### src/rtl/ksc_pkg.sv
// ----------------------------------------------------------------------------
// ksc_pkg
// Shared constants, operation codes and command types for the keyword
// substitution cipher.
// ----------------------------------------------------------------------------
package ksc_pkg;

  localparam int LETTERS     = 26;
  localparam int QUEUE_DEPTH = 4;

  localparam logic [7:0] CHAR_A     = 8'd65;
  localparam logic [7:0] CHAR_Z     = 8'd90;
  localparam logic [7:0] CHAR_SPACE = 8'd32;

  // Operation codes on in_operation
  localparam logic [2:0] OP_START   = 3'd0;
  localparam logic [2:0] OP_KEY     = 3'd1;
  localparam logic [2:0] OP_FINISH  = 3'd2;
  localparam logic [2:0] OP_ENCRYPT = 3'd3;
  localparam logic [2:0] OP_DECRYPT = 3'd4;

  typedef logic [4:0] letter_t;

  typedef enum logic [2:0] {
    CMD_START   = 3'd0,
    CMD_KEY     = 3'd1,
    CMD_FINISH  = 3'd2,
    CMD_ENCRYPT = 3'd3,
    CMD_DECRYPT = 3'd4
  } cmd_kind_t;

  typedef struct packed {
    cmd_kind_t kind;
    logic      is_letter;
    letter_t   letter;
  } cmd_t;

  typedef struct packed {
    logic full;
    logic empty;
  } q_stat_t;

endpackage

### src/rtl/ksc_front.sv
// ----------------------------------------------------------------------------
// ksc_front
// Accepts requests, decodes the operation and the letter, and pushes every
// command except unused codes and non-letter key symbols into the command queue.
// ----------------------------------------------------------------------------
module ksc_front (
  input  logic           start,
  input  logic [2:0]     in_operation,
  input  logic [7:0]     in_symbol,
  input  ksc_pkg::q_stat_t q_stat,
  output logic           busy,
  output logic           push,
  output ksc_pkg::cmd_t  push_data
);
  import ksc_pkg::*;

  logic    accept;
  logic    is_letter;
  logic    useful;
  logic [7:0] offset;

  assign busy      = q_stat.full;
  assign accept    = start && !q_stat.full;
  assign is_letter = (in_symbol >= CHAR_A) && (in_symbol <= CHAR_Z);
  assign offset    = in_symbol - CHAR_A;

  always_comb begin
    push_data.is_letter = is_letter;
    push_data.letter    = offset[4:0];
    push_data.kind      = CMD_START;
    useful              = 1'b1;
    case (in_operation)
      OP_START:   push_data.kind = CMD_START;
      OP_KEY: begin
        push_data.kind = CMD_KEY;
        useful         = is_letter;   // non-letters in the key are dropped
      end
      OP_FINISH:  push_data.kind = CMD_FINISH;
      OP_ENCRYPT: push_data.kind = CMD_ENCRYPT;
      OP_DECRYPT: push_data.kind = CMD_DECRYPT;
      default:    useful = 1'b0;      // unused codes do nothing
    endcase
  end

  assign push = accept && useful;

endmodule

### src/rtl/ksc_queue.sv
// ----------------------------------------------------------------------------
// ksc_queue
// Small first-in first-out command queue between front and back.
// ----------------------------------------------------------------------------
module ksc_queue #(
  parameter int DEPTH = ksc_pkg::QUEUE_DEPTH
) (
  input  logic             clk,
  input  logic             rst_n,
  input  logic             push,
  input  ksc_pkg::cmd_t    push_data,
  input  logic             pop,
  output ksc_pkg::cmd_t    pop_data,
  output ksc_pkg::q_stat_t q_stat
);
  import ksc_pkg::*;

  localparam int PTR_W = (DEPTH > 1) ? $clog2(DEPTH) : 1;
  localparam int CNT_W = $clog2(DEPTH + 1);
  localparam logic [PTR_W-1:0] PTR_LAST = PTR_W'(DEPTH - 1);
  localparam logic [CNT_W-1:0] CNT_FULL = CNT_W'(DEPTH);

  cmd_t             mem_r [DEPTH];
  logic [PTR_W-1:0] wr_ptr_r, wr_ptr_nxt;
  logic [PTR_W-1:0] rd_ptr_r, rd_ptr_nxt;
  logic [CNT_W-1:0] cnt_r, cnt_nxt;
  logic             do_push, do_pop;

  assign q_stat.full  = (cnt_r == CNT_FULL);
  assign q_stat.empty = (cnt_r == '0);
  assign do_push      = push && !q_stat.full;
  assign do_pop       = pop && !q_stat.empty;
  assign pop_data     = mem_r[rd_ptr_r];

  always_comb begin
    wr_ptr_nxt = wr_ptr_r;
    rd_ptr_nxt = rd_ptr_r;
    cnt_nxt    = cnt_r;
    if (do_push) begin
      wr_ptr_nxt = (wr_ptr_r == PTR_LAST) ? '0 : wr_ptr_r + 1'b1;
    end
    if (do_pop) begin
      rd_ptr_nxt = (rd_ptr_r == PTR_LAST) ? '0 : rd_ptr_r + 1'b1;
    end
    if (do_push && !do_pop) begin
      cnt_nxt = cnt_r + 1'b1;
    end else if (do_pop && !do_push) begin
      cnt_nxt = cnt_r - 1'b1;
    end
  end

  always_ff @(posedge clk) begin
    if (!rst_n) begin
      wr_ptr_r <= '0;
      rd_ptr_r <= '0;
      cnt_r    <= '0;
    end else begin
      wr_ptr_r <= wr_ptr_nxt;
      rd_ptr_r <= rd_ptr_nxt;
      cnt_r    <= cnt_nxt;
    end
  end

  always_ff @(posedge clk) begin
    if (do_push) begin
      mem_r[wr_ptr_r] <= push_data;
    end
  end

endmodule

### src/rtl/ksc_back.sv
// ----------------------------------------------------------------------------
// ksc_back
// Executes queued commands: key building, alphabet completion (one letter
// a cycle, Z down to A) and table lookups with a registered result.
// ----------------------------------------------------------------------------
module ksc_back (
  input  logic             clk,
  input  logic             rst_n,
  input  ksc_pkg::q_stat_t q_stat,
  input  ksc_pkg::cmd_t    cmd,
  output logic             pop,
  output logic             out_valid,
  output logic [7:0]       out_symbol_out
);
  import ksc_pkg::*;

  typedef enum logic [1:0] {
    ST_EXEC = 2'b01,
    ST_FILL = 2'b10
  } back_state_t;

  localparam letter_t LAST_LETTER = letter_t'(LETTERS - 1);
  localparam letter_t FILL_END    = letter_t'(LETTERS);

  back_state_t          state_r, state_nxt;
  letter_t              fwd_r [LETTERS];
  letter_t              inv_r [LETTERS];
  logic [LETTERS-1:0]   used_r, used_nxt;
  letter_t              fill_r, fill_nxt;
  letter_t              walk_r, walk_nxt;
  logic                 out_valid_r, out_valid_nxt;
  logic [7:0]           out_sym_r, out_sym_nxt;

  logic    place_req;
  letter_t place_letter;
  logic    place_ok;
  letter_t lookup;

  assign pop = (state_r == ST_EXEC) && !q_stat.empty;

  // A letter is placed only if the alphabet has room and it is not yet used
  assign place_ok = place_req && (fill_r < FILL_END) && !used_r[place_letter];

  assign lookup = (cmd.kind == CMD_ENCRYPT) ? fwd_r[cmd.letter] : inv_r[cmd.letter];

  always_comb begin
    state_nxt     = state_r;
    used_nxt      = used_r;
    fill_nxt      = fill_r;
    walk_nxt      = walk_r;
    out_valid_nxt = 1'b0;
    out_sym_nxt   = out_sym_r;
    place_req     = 1'b0;
    place_letter  = cmd.letter;

    case (state_r)
      ST_EXEC: begin
        if (pop) begin
          case (cmd.kind)
            CMD_START: begin
              used_nxt = '0;
              fill_nxt = '0;
            end
            CMD_KEY: begin
              place_req = cmd.is_letter;
            end
            CMD_FINISH: begin
              state_nxt = ST_FILL;
              walk_nxt  = LAST_LETTER;
            end
            CMD_ENCRYPT, CMD_DECRYPT: begin
              out_valid_nxt = 1'b1;
              out_sym_nxt   = cmd.is_letter ? (CHAR_A + {3'b000, lookup}) : CHAR_SPACE;
            end
            default: ;
          endcase
        end
      end
      ST_FILL: begin
        place_req    = 1'b1;
        place_letter = walk_r;
        if (walk_r == '0) begin
          state_nxt = ST_EXEC;
        end else begin
          walk_nxt = walk_r - 1'b1;
        end
      end
      default: state_nxt = ST_EXEC;
    endcase

    if (place_ok) begin
      used_nxt[place_letter] = 1'b1;
      fill_nxt               = fill_r + 1'b1;
    end
  end

  always_ff @(posedge clk) begin
    if (!rst_n) begin
      state_r     <= ST_EXEC;
      used_r      <= '0;
      fill_r      <= '0;
      walk_r      <= '0;
      out_valid_r <= 1'b0;
      for (int i = 0; i < LETTERS; i++) begin
        fwd_r[i] <= letter_t'(LETTERS - 1 - i);
        inv_r[i] <= letter_t'(LETTERS - 1 - i);
      end
    end else begin
      state_r     <= state_nxt;
      used_r      <= used_nxt;
      fill_r      <= fill_nxt;
      walk_r      <= walk_nxt;
      out_valid_r <= out_valid_nxt;
      if (place_ok) begin
        fwd_r[fill_r]       <= place_letter;
        inv_r[place_letter] <= fill_r;
      end
    end
  end

  always_ff @(posedge clk) begin
    out_sym_r <= out_sym_nxt;
  end

  assign out_valid      = out_valid_r;
  assign out_symbol_out = out_sym_r;

endmodule

### src/rtl/keyword_substitution_cipher_top.sv
// ----------------------------------------------------------------------------
// keyword_substitution_cipher_top
// Keyword substitution cipher: builds a cipher alphabet from a keyword and
// encrypts or decrypts bytes through it.
// ----------------------------------------------------------------------------
//
//  Channel   Ports                               Transfer
//  --------  ----------------------------------  ------------------------------
//  request   start, busy, in_operation,          taken when start && !busy
//            in_symbol
//  result    out_valid, out_symbol_out           one-cycle strobe, no back-off
//
//  Start, key letter, encrypt and decrypt are each executed as one back-end
//  command; a result passes through the command queue and the result register.
//  Finish key starts the alphabet completion: it walks the 26 letters one per
//  cycle, Z down to A, through the single table write port.
//  busy rises only when the four-entry command queue is full; the back end
//  drains it independently, so text flows at one byte per cycle outside a finish.
//  Reset (synchronous, rst_n low) empties the queue, loads both tables with
//  the reversed alphabet and clears the used-letter mask and fill position.
//  The receiver cannot stall: every result appears exactly once.
//
module keyword_substitution_cipher_top #(
  parameter int QUEUE_DEPTH = ksc_pkg::QUEUE_DEPTH
) (
  input  logic       clk,
  input  logic       rst_n,
  input  logic       start,
  output logic       busy,
  input  logic [2:0] in_operation,
  input  logic [7:0] in_symbol,
  output logic       out_valid,
  output logic [7:0] out_symbol_out
);
  import ksc_pkg::*;

  // front -> queue
  logic    push;
  cmd_t    push_data;
  // queue -> back
  logic    pop;
  cmd_t    pop_data;
  q_stat_t q_stat;

  // Front end: decodes the request, drops unused codes and non-letter key symbols
  ksc_front u_front (
    .start        (start),
    .in_operation (in_operation),
    .in_symbol    (in_symbol),
    .q_stat       (q_stat),
    .busy         (busy),
    .push         (push),
    .push_data    (push_data)
  );

  // Decoupling queue, so that a long finish does not block new requests
  ksc_queue #(
    .DEPTH (QUEUE_DEPTH)
  ) u_queue (
    .clk       (clk),
    .rst_n     (rst_n),
    .push      (push),
    .push_data (push_data),
    .pop       (pop),
    .pop_data  (pop_data),
    .q_stat    (q_stat)
  );

  // Back end: owns the tables and the registered result
  ksc_back u_back (
    .clk            (clk),
    .rst_n          (rst_n),
    .q_stat         (q_stat),
    .cmd            (pop_data),
    .pop            (pop),
    .out_valid      (out_valid),
    .out_symbol_out (out_symbol_out)
  );

endmodule

### config.mk
export PLATFORM = sky130hd
export DESIGN_NAME = keyword_substitution_cipher_top
export DESIGN_NICKNAME = d
export VERILOG_FILES = /design/src/rtl/ksc_pkg.sv /design/src/rtl/ksc_front.sv /design/src/rtl/ksc_queue.sv /design/src/rtl/ksc_back.sv /design/src/rtl/keyword_substitution_cipher_top.sv
export SDC_FILE = /design/constraint.sdc
export NUM_CORES = 1
export LEC_CHECK = 0
export BUFFER_PORTS_ARGS = -buffer_cell sky130_fd_sc_hd__buf_2
export CAP_MARGIN = 15
export CORE_MARGIN = 3
export CORE_UTILIZATION = 44
export DETAILED_ROUTE_END_ITERATION = 10
export PLACE_DENSITY = 0.67
export SYNTH_ARGS = -nofsm -noshare
export SYNTH_HDL_FRONTEND = slang
export SYNTH_HIERARCHICAL = 1
export SYNTH_SLANG_ARGS = --single-unit
### constraint.sdc
create_clock -name clk -period 5.45 [get_ports clk]
set_clock_uncertainty 0.1 [all_clocks]
set_input_delay 0.545 -clock clk [delete_from_list [all_inputs] [get_ports clk]]
set_output_delay 0.545 -clock clk [all_outputs]
set_load 0.02 [all_outputs]
# ---- Word level (Yosys, flattened, before mapping)
# Memories as Yosys holds them, arrays and structs flattened. A register that Yosys moved wholly into a read port is not among the register bits.
# Cells that the tools add are included.
dict set report op_classes {
  add_sub_neg 8
  n_lt_le_gt_ge 5
  eq_ne 17
  mux 46
  bitwise_logic 1
  n_reduce_logical 34
}
# cell count
set op_table {}
lappend op_table {{$mux W26} 4}
lappend op_table {{$mux W5} 13}
lappend op_table {{$or A26 B26 Y26} 1}
lappend op_table {{$mux W2} 7}
lappend op_table {{$mux W1} 13}
lappend op_table {{$eq A3 B2 Y1 const B} 4}
lappend op_table {{$pmux W3 S4} 1}
lappend op_table {{$reduce_and A3 Y1} 4}
lappend op_table {{$logic_and A1 B1 Y1} 11}
lappend op_table {{$pmux W5 S2} 1}
lappend op_table {{$reduce_bool A2 Y1} 5}
lappend op_table {{$reduce_or A5 Y1} 2}
lappend op_table {{$sub A5 B1 Y5 const B} 2}
lappend op_table {{$eq A3 B3 Y1 const B} 3}
lappend op_table {{$logic_not A3 Y1} 3}
lappend op_table {{$add A7 B5 Y8 const A} 1}
lappend op_table {{$ge A8 B7 Y1 const B} 1}
lappend op_table {{$le A8 B7 Y1 const B} 1}
lappend op_table {{$eq A2 B2 Y1 const B} 3}
lappend op_table {{$eq A3 B1 Y1 const B} 2}
lappend op_table {{$lt A5 B6 Y1 const B} 1}
lappend op_table {{$mux W3} 2}
lappend op_table {{$ne A2 B2 Y1 const B} 3}
lappend op_table {{$add A5 B1 Y5 const B} 1}
lappend op_table {{16 further kinds} 22}
dict set report totals {
  regBits 54
  mem_bits_rw 296
  in_bits 14
  output_inout_bits 10
  wordCells 123
  n_memories 3
}
# memory words word_bits read_ports rd_ports_with_merged_regs wr line_no
set mem_list {}
lappend mem_list {u_back.fwd_r 26 5 1 0 26 ksc_back.sv:26} ;# letter_t fwd_r [LETTERS];
lappend mem_list {u_back.inv_r 26 5 1 0 26 ksc_back.sv:27} ;# letter_t inv_r [LETTERS];
lappend mem_list {u_queue.mem_r 4 9 1 1 1 ksc_queue.sv:23} ;# cmd_t mem_r [DEPTH];

# ---- Longest topological paths before layout
# Gate-level depths: netlist of the first run.
dict set report depth {
  depth_word 12
  ltp_mapped 15
  ltp_nobuf 12
}

# ---- Modules after synthesis
# Netlist of the first run, hierarchy kept.
# mod n_inst cells_per_inst area_each_um2 seq_area_each_um2
set modules_own_cells {}
lappend modules_own_cells {ksc_back 1 1277 16819.9 10600.2}
lappend modules_own_cells {ksc_queue 1 98 1774.2 1261.2}
lappend modules_own_cells {ksc_front 1 26 198.9 0.0}

# ---- Worst setup path before layout of the first run
# OpenSTA, ideal clock, no wires.
dict set report synth_timing {
  path_kind {reg2reg}
  start {reg with a tool-made name}
  end {mem u_back/fwd_r[10][0] (netlist name), enable pin}
  setup_ps 374
  arrival_ps 3445
  slack_ps 1531
  path_stages_with_launch 14
  synth_period_minus_slack_ps 3919
  path_cell_list {dfxtp_1 -> buf_2 -> mux4_2 -> buf_2 -> mux2i_2 -> inv_2 -> buf_6 -> mux4_2 -> a32oi_1 -> and4_1 -> o21ai_2 -> buf_2 -> or2_1 -> o21ai_0}
}
# element line_no
set synth_rtl {}
lappend synth_rtl {{to (decl)} ksc_back.sv:26}

==> results of run 1 <==
power groups by stage:
stage	Sequential, mW	Combinational [mW]	Clock [mW]
final	3.69	2.82	2.82
after global routing	3.71	2.97	2.98
after CTS	3.70	2.77	2.85
after detailed placement	3.76	2.76	0
after global placement	3.75	2.73	0
after floorplan	3.74	1.82	0
metal layers:
layer	vias to the layer above	wire length (um)
met1	6294	20030
met3	152	5721
met4	4	2301
met2	767	24100
met5	-	31
li1	5379	-
state kept, by name, summed over array words and instances, names as in the netlist, named ones only:
name and count:
u_queue/rd_ptr_r 2, u_queue/mem_r 36, u_back/fill_r 5, u_back/walk_r 5
u_back/used_r 26, u_back/state_r 2, u_back/fwd_r 160, u_back/inv_r 160
u_back/out_valid 1, u_back/out_symbol_out 7, u_queue/cnt_r 3, u_queue/wr_ptr_r 2
cell usage in the layout (no fill, tap or decap), drive strengths merged, types with 13 or more instances in the layout:
master and n:
a211oi 13, a21oi 15, a22oi 21, and2 13
buf 65, clkbuf 60, clkinv 18, conb 21
dfxtp 48, edfxtp 363, ha 18, inv 29
mux2i 34, mux4 88, nand2 145, nand2b 15
nand3 54, nand4 34, nor2 117, nor2b 18
nor3 94, o21ai 89
cell families (layout without fill, tap and decap cells):
| logic type | after synthesis | count (layout) | synth area share [%] |
|---|---|---|---|
| AOI/OAI and AO/OA | 171 | 171 | 5.646 |
| xor gates and xnor gates | 11 | 11 | 0.5126 |
| adders and majority gates | 19 | 19 | 1.305 |
| muxes | 126 | 126 | 12.62 |
| and+or+nand+nor | 532 | 532 | 13.60 |
| buffers and inverters | 130 | 175 | 3.182 |
| other | 1 | 21 | 0.01995 |
| DFF | 411 | 411 | 63.12 |
path summary, 6_finish.rpt:
check | start | to | slack, ns
worst min register to register | u_back/used_r[11] | u_back/used_r[11] | 0.35
worst max register to register | flop | u_back/fwd_r[16][1] | 0.81
worst min-delay path | in_operation[0] | u_queue/mem_r[2][8] | 0.25
worst max-delay path | flop | u_back/fwd_r[16][1] | 0.81
worst reg2reg max path, cell delays in order, from the launching register on:
cell,delay [ns]
sky130_fd_sc_hd__dfxtp_1,0.41
sky130_fd_sc_hd__mux4_4,0.90
sky130_fd_sc_hd__mux2i_1,0.34
sky130_fd_sc_hd__inv_1,0.20
sky130_fd_sc_hd__mux4_2,0.32
sky130_fd_sc_hd__a22oi_1,0.21
sky130_fd_sc_hd__and4_1,0.32
sky130_fd_sc_hd__o21ai_2,0.15
sky130_fd_sc_hd__or2_0,0.56
sky130_fd_sc_hd__o21ai_0,0.76
layout make-up:
class                      instances  area share [%]
tap                              539           3.231
multi-input combinational        880           30.75
inverter                          30          0.5396
sequential                       411           56.83
timing repair buffer              66           2.218
clock inverter                    20          0.8813
clock buffer                      59           5.546
metrics by stage:
| step | cells | setup WS (ns) | hold WS [ns] |
|---|---|---|---|
| 6_report | 2005 | 0.8133 | 0.2472 |
| 5_1_grt | 2005 | 0.6455 | 0.2310 |
| 4_1_cts | 2003 | 0.8484 | 0.2193 |
| 3_5_place_dp | 1924 | 0.8918 | 0.3401 |
| 3_3_place_gp | 1924 | 1.011 | 0.3357 |
| 2_1_floorplan | 1421 | 1.531 | 0.3204 |
==> out/summary.md, run 1 <==
- **transition time at the pin with the least slew margin** 1.262 ns
- **H-tree levels** 2
- **Clk network pwr share** 30.2%
- **num ports** 24
- **total of warnings raised by yosys** 6
- **clock latency reported for the late side of the worst-skew pair** 0.56 ns
- **library cell with the largest summed area after synthesis** sky130_fd_sc_hd__edfxtp_1
- **routability congestion estimate from global placement** 0.9281
- **global-route wire length before repair** 77430 um
- **Worst Path Buf+Inv** 1
- **area taken by multi-input logic gates** 6417 um2
- **sum of net half-perimeters after detailed placement** 35000 um
- **Initial Util** 44.70%
- **most area-consuming cells after synthesis** sky130_fd_sc_hd__edfxtp_1 (58%), sky130_fd_sc_hd__mux4_2 (11%), sky130_fd_sc_hd__dfxtp_1 (5.1%)
- **CTS tree** done
- **nets@finish** 1465
- **Final Total Pwr** 9.335 mW
- **clock root buffer** sky130_fd_sc_hd__clkbuf_16
- **Hold Path Class** input port to flop
- **total negative setup slack** 0 ns
- **list of cells traversed by the critical path** mux4_4 -> mux2i_1 -> inv_1 -> mux4_2 -> a22oi_1 -> and4_1 -> o21ai_2 -> or2_0 -> o21ai_0
- **buffers inserted by post-CTS timing repair** 0
- **area growth from synthesis to layout** 11.05%
- **overflow left after global routing** 0
- **element type at the critical path start** flop
- **depth of the worst register-to-register path** 9
- **primary flip-flop cell chosen by synthesis mapping** sky130_fd_sc_hd__edfxtp_1
- **count of fill cells added during filler insertion** 3575
- **vias in the first global route** 12111
- **number of max-cap violations** 0
- **Worst Path Arrival** 4.71 ns
- **utilization after layout** 49.64%
- **TritonCTS sink count** 411
- **Port Buffer Count** 22
- **kind of critical path** flop to flop
- **sequential area share after synthesis** 63.12%
- **fraction of met2 tracks used by global routing** 36.11%
- **global-route usage over all layers** 23.11%
- **Final setup violation count** 0
- **final critical-path required period** 4.637 ns
- **FF+latch area** 11860 um2
- **Crit. path cell count** 9
- **total cell area at the placement stage** 19520 um2
- **WL per Instance** 26.03 um
- **sum of routed wire length over all layers** 52180 um
- **Async SR Flop Fraction** 0%
- **core region area** 42040 um2
- **clock edge transition at the registers on the reported setup and hold paths** 0.06 ns
- **synthesized area** 18790 um2
- **number of pins exceeding their max-slew limit in the final report** 0
- **number of flip-flops and latches in the synthesized netlist** 411
- **Netlist cell types** 70
- **number of placement rows** 75
- **maximum VDD drop** 0.2318 mV
- **Data required, critical path** 5.53 ns
- **fraction of layout cells with a size suffix above 1** 16.17%
- **CP max stage cell** sky130_fd_sc_hd__mux4_4
- **period utilisation layout** 85.08%
- **result of the run** finished, final reports clean
- **worst slew margin relative to its limit** 15.57%
- **number of remaining DRC errors** 0
- **share of total power in sequential cells** 39.6%
- **cell area after layout** 20870 um2
- **met3 track demand over resource in global routing** 5.143%
- **mean instance size in the synthesized netlist** 13.41 um2
- **switching share of power** 33.40%
- **die span in x** 212.7 um
- **detailed-route via count** 12596
- **overall die height** 212.7 um
- **largest net degree at the start of global routing** 94
- **Inserted Diodes** 0
- **DRC marker count from the first detailed-route iteration** 1607
- **Hold Path Cell Cnt** 2
- **Static Leakage** 6.433 nW
- **post-synthesis cell count** 1401
- **reported net switching power** 3.118 mW
- **drt first pass iters** 6
- **total power per unit cell area** 447.3 nW/um2
- **mean number of vias per cell** 6.282
- **achievable frequency** 0.2157 GHz
- **Die Footprint** 45230 um2
- **quantity of gates resized following cts** 0
- **Hold Vio Cnt, Final** 0
- **Top delay family on crit path** multiplexers
- **area share of the leading cell type in the synthesized netlist** 58.00%
- **most numerous cell types in the synthesized netlist** sky130_fd_sc_hd__edfxtp_1 (363), sky130_fd_sc_hd__nand2_1 (141), sky130_fd_sc_hd__nor2_1 (114)
- **number of hold buffers added after CTS** 0
- **RSZ-0062 raised after global routing** no
- **Most Used Layer, Global Route** met2
- **number of buffers added by the clock tree synthesis step** 43
- **number of routed nets with antenna violations** 0
- **maximum clock path buffer count** 3
- **most frequently used cell type in the post-synthesis netlist** sky130_fd_sc_hd__edfxtp_1
- **antenna violations before repair** 2
- **CP Capture Type** flop
- **CP Max Fanout** 20
- **worst stage delay on the critical path** 0.90 ns
- **total internal power** 6.217 mW
- **global-route met1 utilization** 31.69%
- **combinational share of power** 30.2%
- **number of enable-type register cells in the synthesized netlist** 363
Note: power is estimated with default switching activity, not from simulation.
==> run 2, diff against run 1 <==
--- a/config.mk
+++ b/config.mk
@@ -10,6 +10,7 @@
 export CORE_MARGIN = 3
 export CORE_UTILIZATION = 44
 export DETAILED_ROUTE_END_ITERATION = 10
+export MAX_ROUTING_LAYER = met4
 export PLACE_DENSITY = 0.67
 export SYNTH_ARGS = -nofsm -noshare
 export SYNTH_HDL_FRONTEND = slang
==> run 2 against run 1 <==
  * Hold slack got worse by 0.0019 ns
  * Power barely moved
  * Core utilization barely moved
  * Register-to-register slack barely moved
  * Combinational power barely moved
  * Flip-flop and latch count did not move
  * Die area did not move
  * Largest cell class unchanged
  * Design area barely moved
  * Final cell count barely moved
  * Maximum frequency barely moved
  * Clock-buffer cell count did not move
==> out/summary.md, run 2 (same netlist as run 1, synthesis figures left out) <==
- **DRC marker count from the first detailed-route iteration** 1664, was 1607
- **number of remaining DRC errors** 0, unchanged
- **number of placement rows** 75, unchanged
- **CP max stage cell** sky130_fd_sc_hd__mux4_4, unchanged
- **Hold Path Class** input port to flop, unchanged
- **TritonCTS sink count** 411, unchanged
- **destination of the worst register-to-register timing path** u_back/fwd_r[0][3], was u_back/fwd_r[16][1]
- **Min-Delay Startpoint** in_operation[0], unchanged
- **kind of critical path** flop to flop, unchanged
- **Final Total Pwr** 9.326 mW, was 9.335 mW
- **list of cells traversed by the critical path** mux4_4 -> mux2i_1 -> inv_1 -> mux4_2 -> a22oi_1 -> and4_1 -> o21ai_2 -> or2_0 -> o21ai_0, unchanged
- **number of buffers added by the clock tree synthesis step** 43, unchanged
- **maximum clock path buffer count** 3, unchanged
- **switching share of power** 33.34%, was 33.40%
- **Port Buffer Count** 22, unchanged
- **number of hold buffers added after CTS** 0, unchanged
- **quantity of gates resized following cts** 0, unchanged
- **fraction of layout cells with a size suffix above 1** 16.17%, unchanged
- **Setup Slack @ Placement** 0.8918 ns, unchanged
- **final critical-path required period** 4.633 ns, was 4.637 ns
- **WL per Instance** 25.90 um, was 26.03 um
- **global-route usage over all layers** 23.86%, was 23.11%
- **R2R Setup Slk** 0.82 ns, was 0.81 ns
- **sum of net half-perimeters after detailed placement** 35000 um, unchanged
- **Die Footprint** 45230 um2, unchanged
- **overall die height** 212.7 um, unchanged
- **buffers inserted by post-CTS timing repair** 0, unchanged
- **Data required, critical path** 5.52 ns, was 5.53 ns
- **Clk network pwr share** 30.2%, about the same
- **overflow left after global routing** 0, unchanged
- **number of pins exceeding their max-slew limit in the final report** 0, unchanged
- **H-tree levels** 2, unchanged
- **depth of the worst register-to-register path** 9, unchanged
- **num ports** 24, unchanged
- **cell count after placement** 1924, unchanged
- **CTS tree** done, unchanged
- **sum of routed wire length over all layers** 51990 um, was 52180 um
- **Static Leakage** 6.433 nW, about the same
- **CP Max Fanout** 20, unchanged
- **area growth from synthesis to layout** 11.08%, was 11.05%
- **Initial Util** 44.70%, unchanged
- **number of routed nets with antenna violations** 0, unchanged
- **result of the run** finished, final reports clean, unchanged
- **cell area after layout** 20880 um2, was 20870 um2
- **antenna violations before repair** 2, unchanged
- **CP Capture Type** flop, unchanged
- **core region area** 42040 um2, unchanged
- **transition time at the pin with the least slew margin** 1.231 ns, was 1.262 ns
- **nets@finish** 1465, unchanged
- **number of standard cells in the layout, taps in and fillers out** 2007, was 2005
- **clock latency reported for the late side of the worst-skew pair** 0.56 ns, about the same
- **Worst Path Arrival** 4.70 ns, was 4.71 ns
- **Final setup violation count** 0, unchanged
- **share of total power in sequential cells** 39.6%, about the same
- **largest net degree at the start of global routing** 94, unchanged
- **RSZ-0062 raised after global routing** no, unchanged
- **routability congestion estimate from global placement** 0.9445, was 0.9281
- **commonest non-fill, non-tap cell in the layout** sky130_fd_sc_hd__edfxtp_1, unchanged
- **total negative setup slack** 0 ns, unchanged
- **vias in the first global route** 12106, was 12111
- **worst slew margin relative to its limit** 17.75%, was 15.57%
- **period utilisation layout** 85.01%, was 85.08%
- **combinational share of power** 30.2%, about the same
- **total cell area at the placement stage** 19520 um2, unchanged
- **die span in x** 212.7 um, unchanged
- **Hold Path Cell Cnt** 2, unchanged
- **commonest non-fill, non-tap cells in the layout** sky130_fd_sc_hd__edfxtp_1 (363), sky130_fd_sc_hd__nand2_1 (141), sky130_fd_sc_hd__nor2_1 (114), sky130_fd_sc_hd__nor3_1 (94), sky130_fd_sc_hd__mux4_2 (86), unchanged
- **total internal power** 6.217 mW, about the same
- **element type at the critical path start** flop, unchanged
- **total power per unit cell area** 446.8 nW/um2, was 447.3 nW/um2
- **utilization after layout** 49.65%, was 49.64%
- **Hold Vio Cnt, Final** 0, unchanged
- **maximum VDD drop** 0.2308 mV, was 0.2318 mV
- **number of max-cap violations** 0, unchanged
- **global-route wire length before repair** 77530 um, was 77430 um
- **mean number of vias per cell** 6.260, was 6.282
- **clock root buffer** sky130_fd_sc_hd__clkbuf_16, unchanged
- **Hold Path Sink** u_queue/mem_r[2][8], unchanged
- **Worst Hold Margin** 0.2454 ns, was 0.2472 ns
- **detailed-route via count** 12563, was 12596
- **reported net switching power** 3.109 mW, was 3.118 mW
- **largest registers** u_back/fwd_r: 160 flops, u_back/inv_r: 160 flops, u_queue/mem_r: 36 flops, unchanged
- **worst stage delay on the critical path** 0.90 ns, about the same
- **drt first pass iters** 5, was 6
- **Worst Setup Slack, final** 0.8171 ns, was 0.8133 ns
- **achievable frequency** 0.2158 GHz, was 0.2157 GHz
- **clock edge transition at the registers on the reported setup and hold paths** 0.06 ns, about the same
-- run 2: cell types whose count changed in the layout (fill, tap and decap cells not counted) --
cell,delta
sky130_fd_sc_hd__diode_2,+2
-- run 2: area by class of cell --
| class | instances | area (um2) |
|---|---|---|
| Timing Repair Buffer | 66 | 462.9 |
| Tap cell | 539 | 674.4 |
| Inverter | 30 | 112.6 |
| Sequential cell | 411 | 11860 |
| Fill cell | 3573 | 21170 |
| Clock buffer | 59 | 1157 |
| Clock inverter | 20 | 183.9 |
| Multi-Input combinational cell | 880 | 6417 |
| Antenna cell | 2 | 5.005 |
-- run 2: worst max-delay path by stage --
stage	cells past startpoint	endpoint	slack, ns
after floorplan	13	u_back/fwd_r[10][0]	1.53
after global placement	9	u_back/fwd_r[12][1]	1.01
after detailed placement	9	u_back/fwd_r[16][4]	0.89
after CTS	9	u_back/fwd_r[20][0]	0.85
after global routing	9	u_back/fwd_r[16][2]	0.65
final	9	u_back/fwd_r[0][3]	0.82
-- run 2: metal layers --
metal	track usage (%)	vias to the layer above	share of wire, %
met5	-	-	0
met4	9.475	0	4.5
met3	5.084	153	10
met2	36.03	738	46
met1	31.90	6285	39
li1	-	5387	-
-- run 2: critical path: cells and delay by family, from the launching register on --
kind / cells / cell delay [ns]
flops: 1 / 0.41
buf+inv: 1 / 0.20
simple gates: 2 / 0.88
mux: 3 / 1.56
compound gates: 3 / 1.11
-- run 2: power by group through the flow --
stage	clock, mW	combinational [mW]	sequential (mW)
floorplan	0	1.82	3.74
global placement	0	2.73	3.75
detailed placement	0	2.76	3.76
CTS	2.85	2.77	3.70
global route	2.98	2.97	3.71
finish	2.81	2.82	3.69
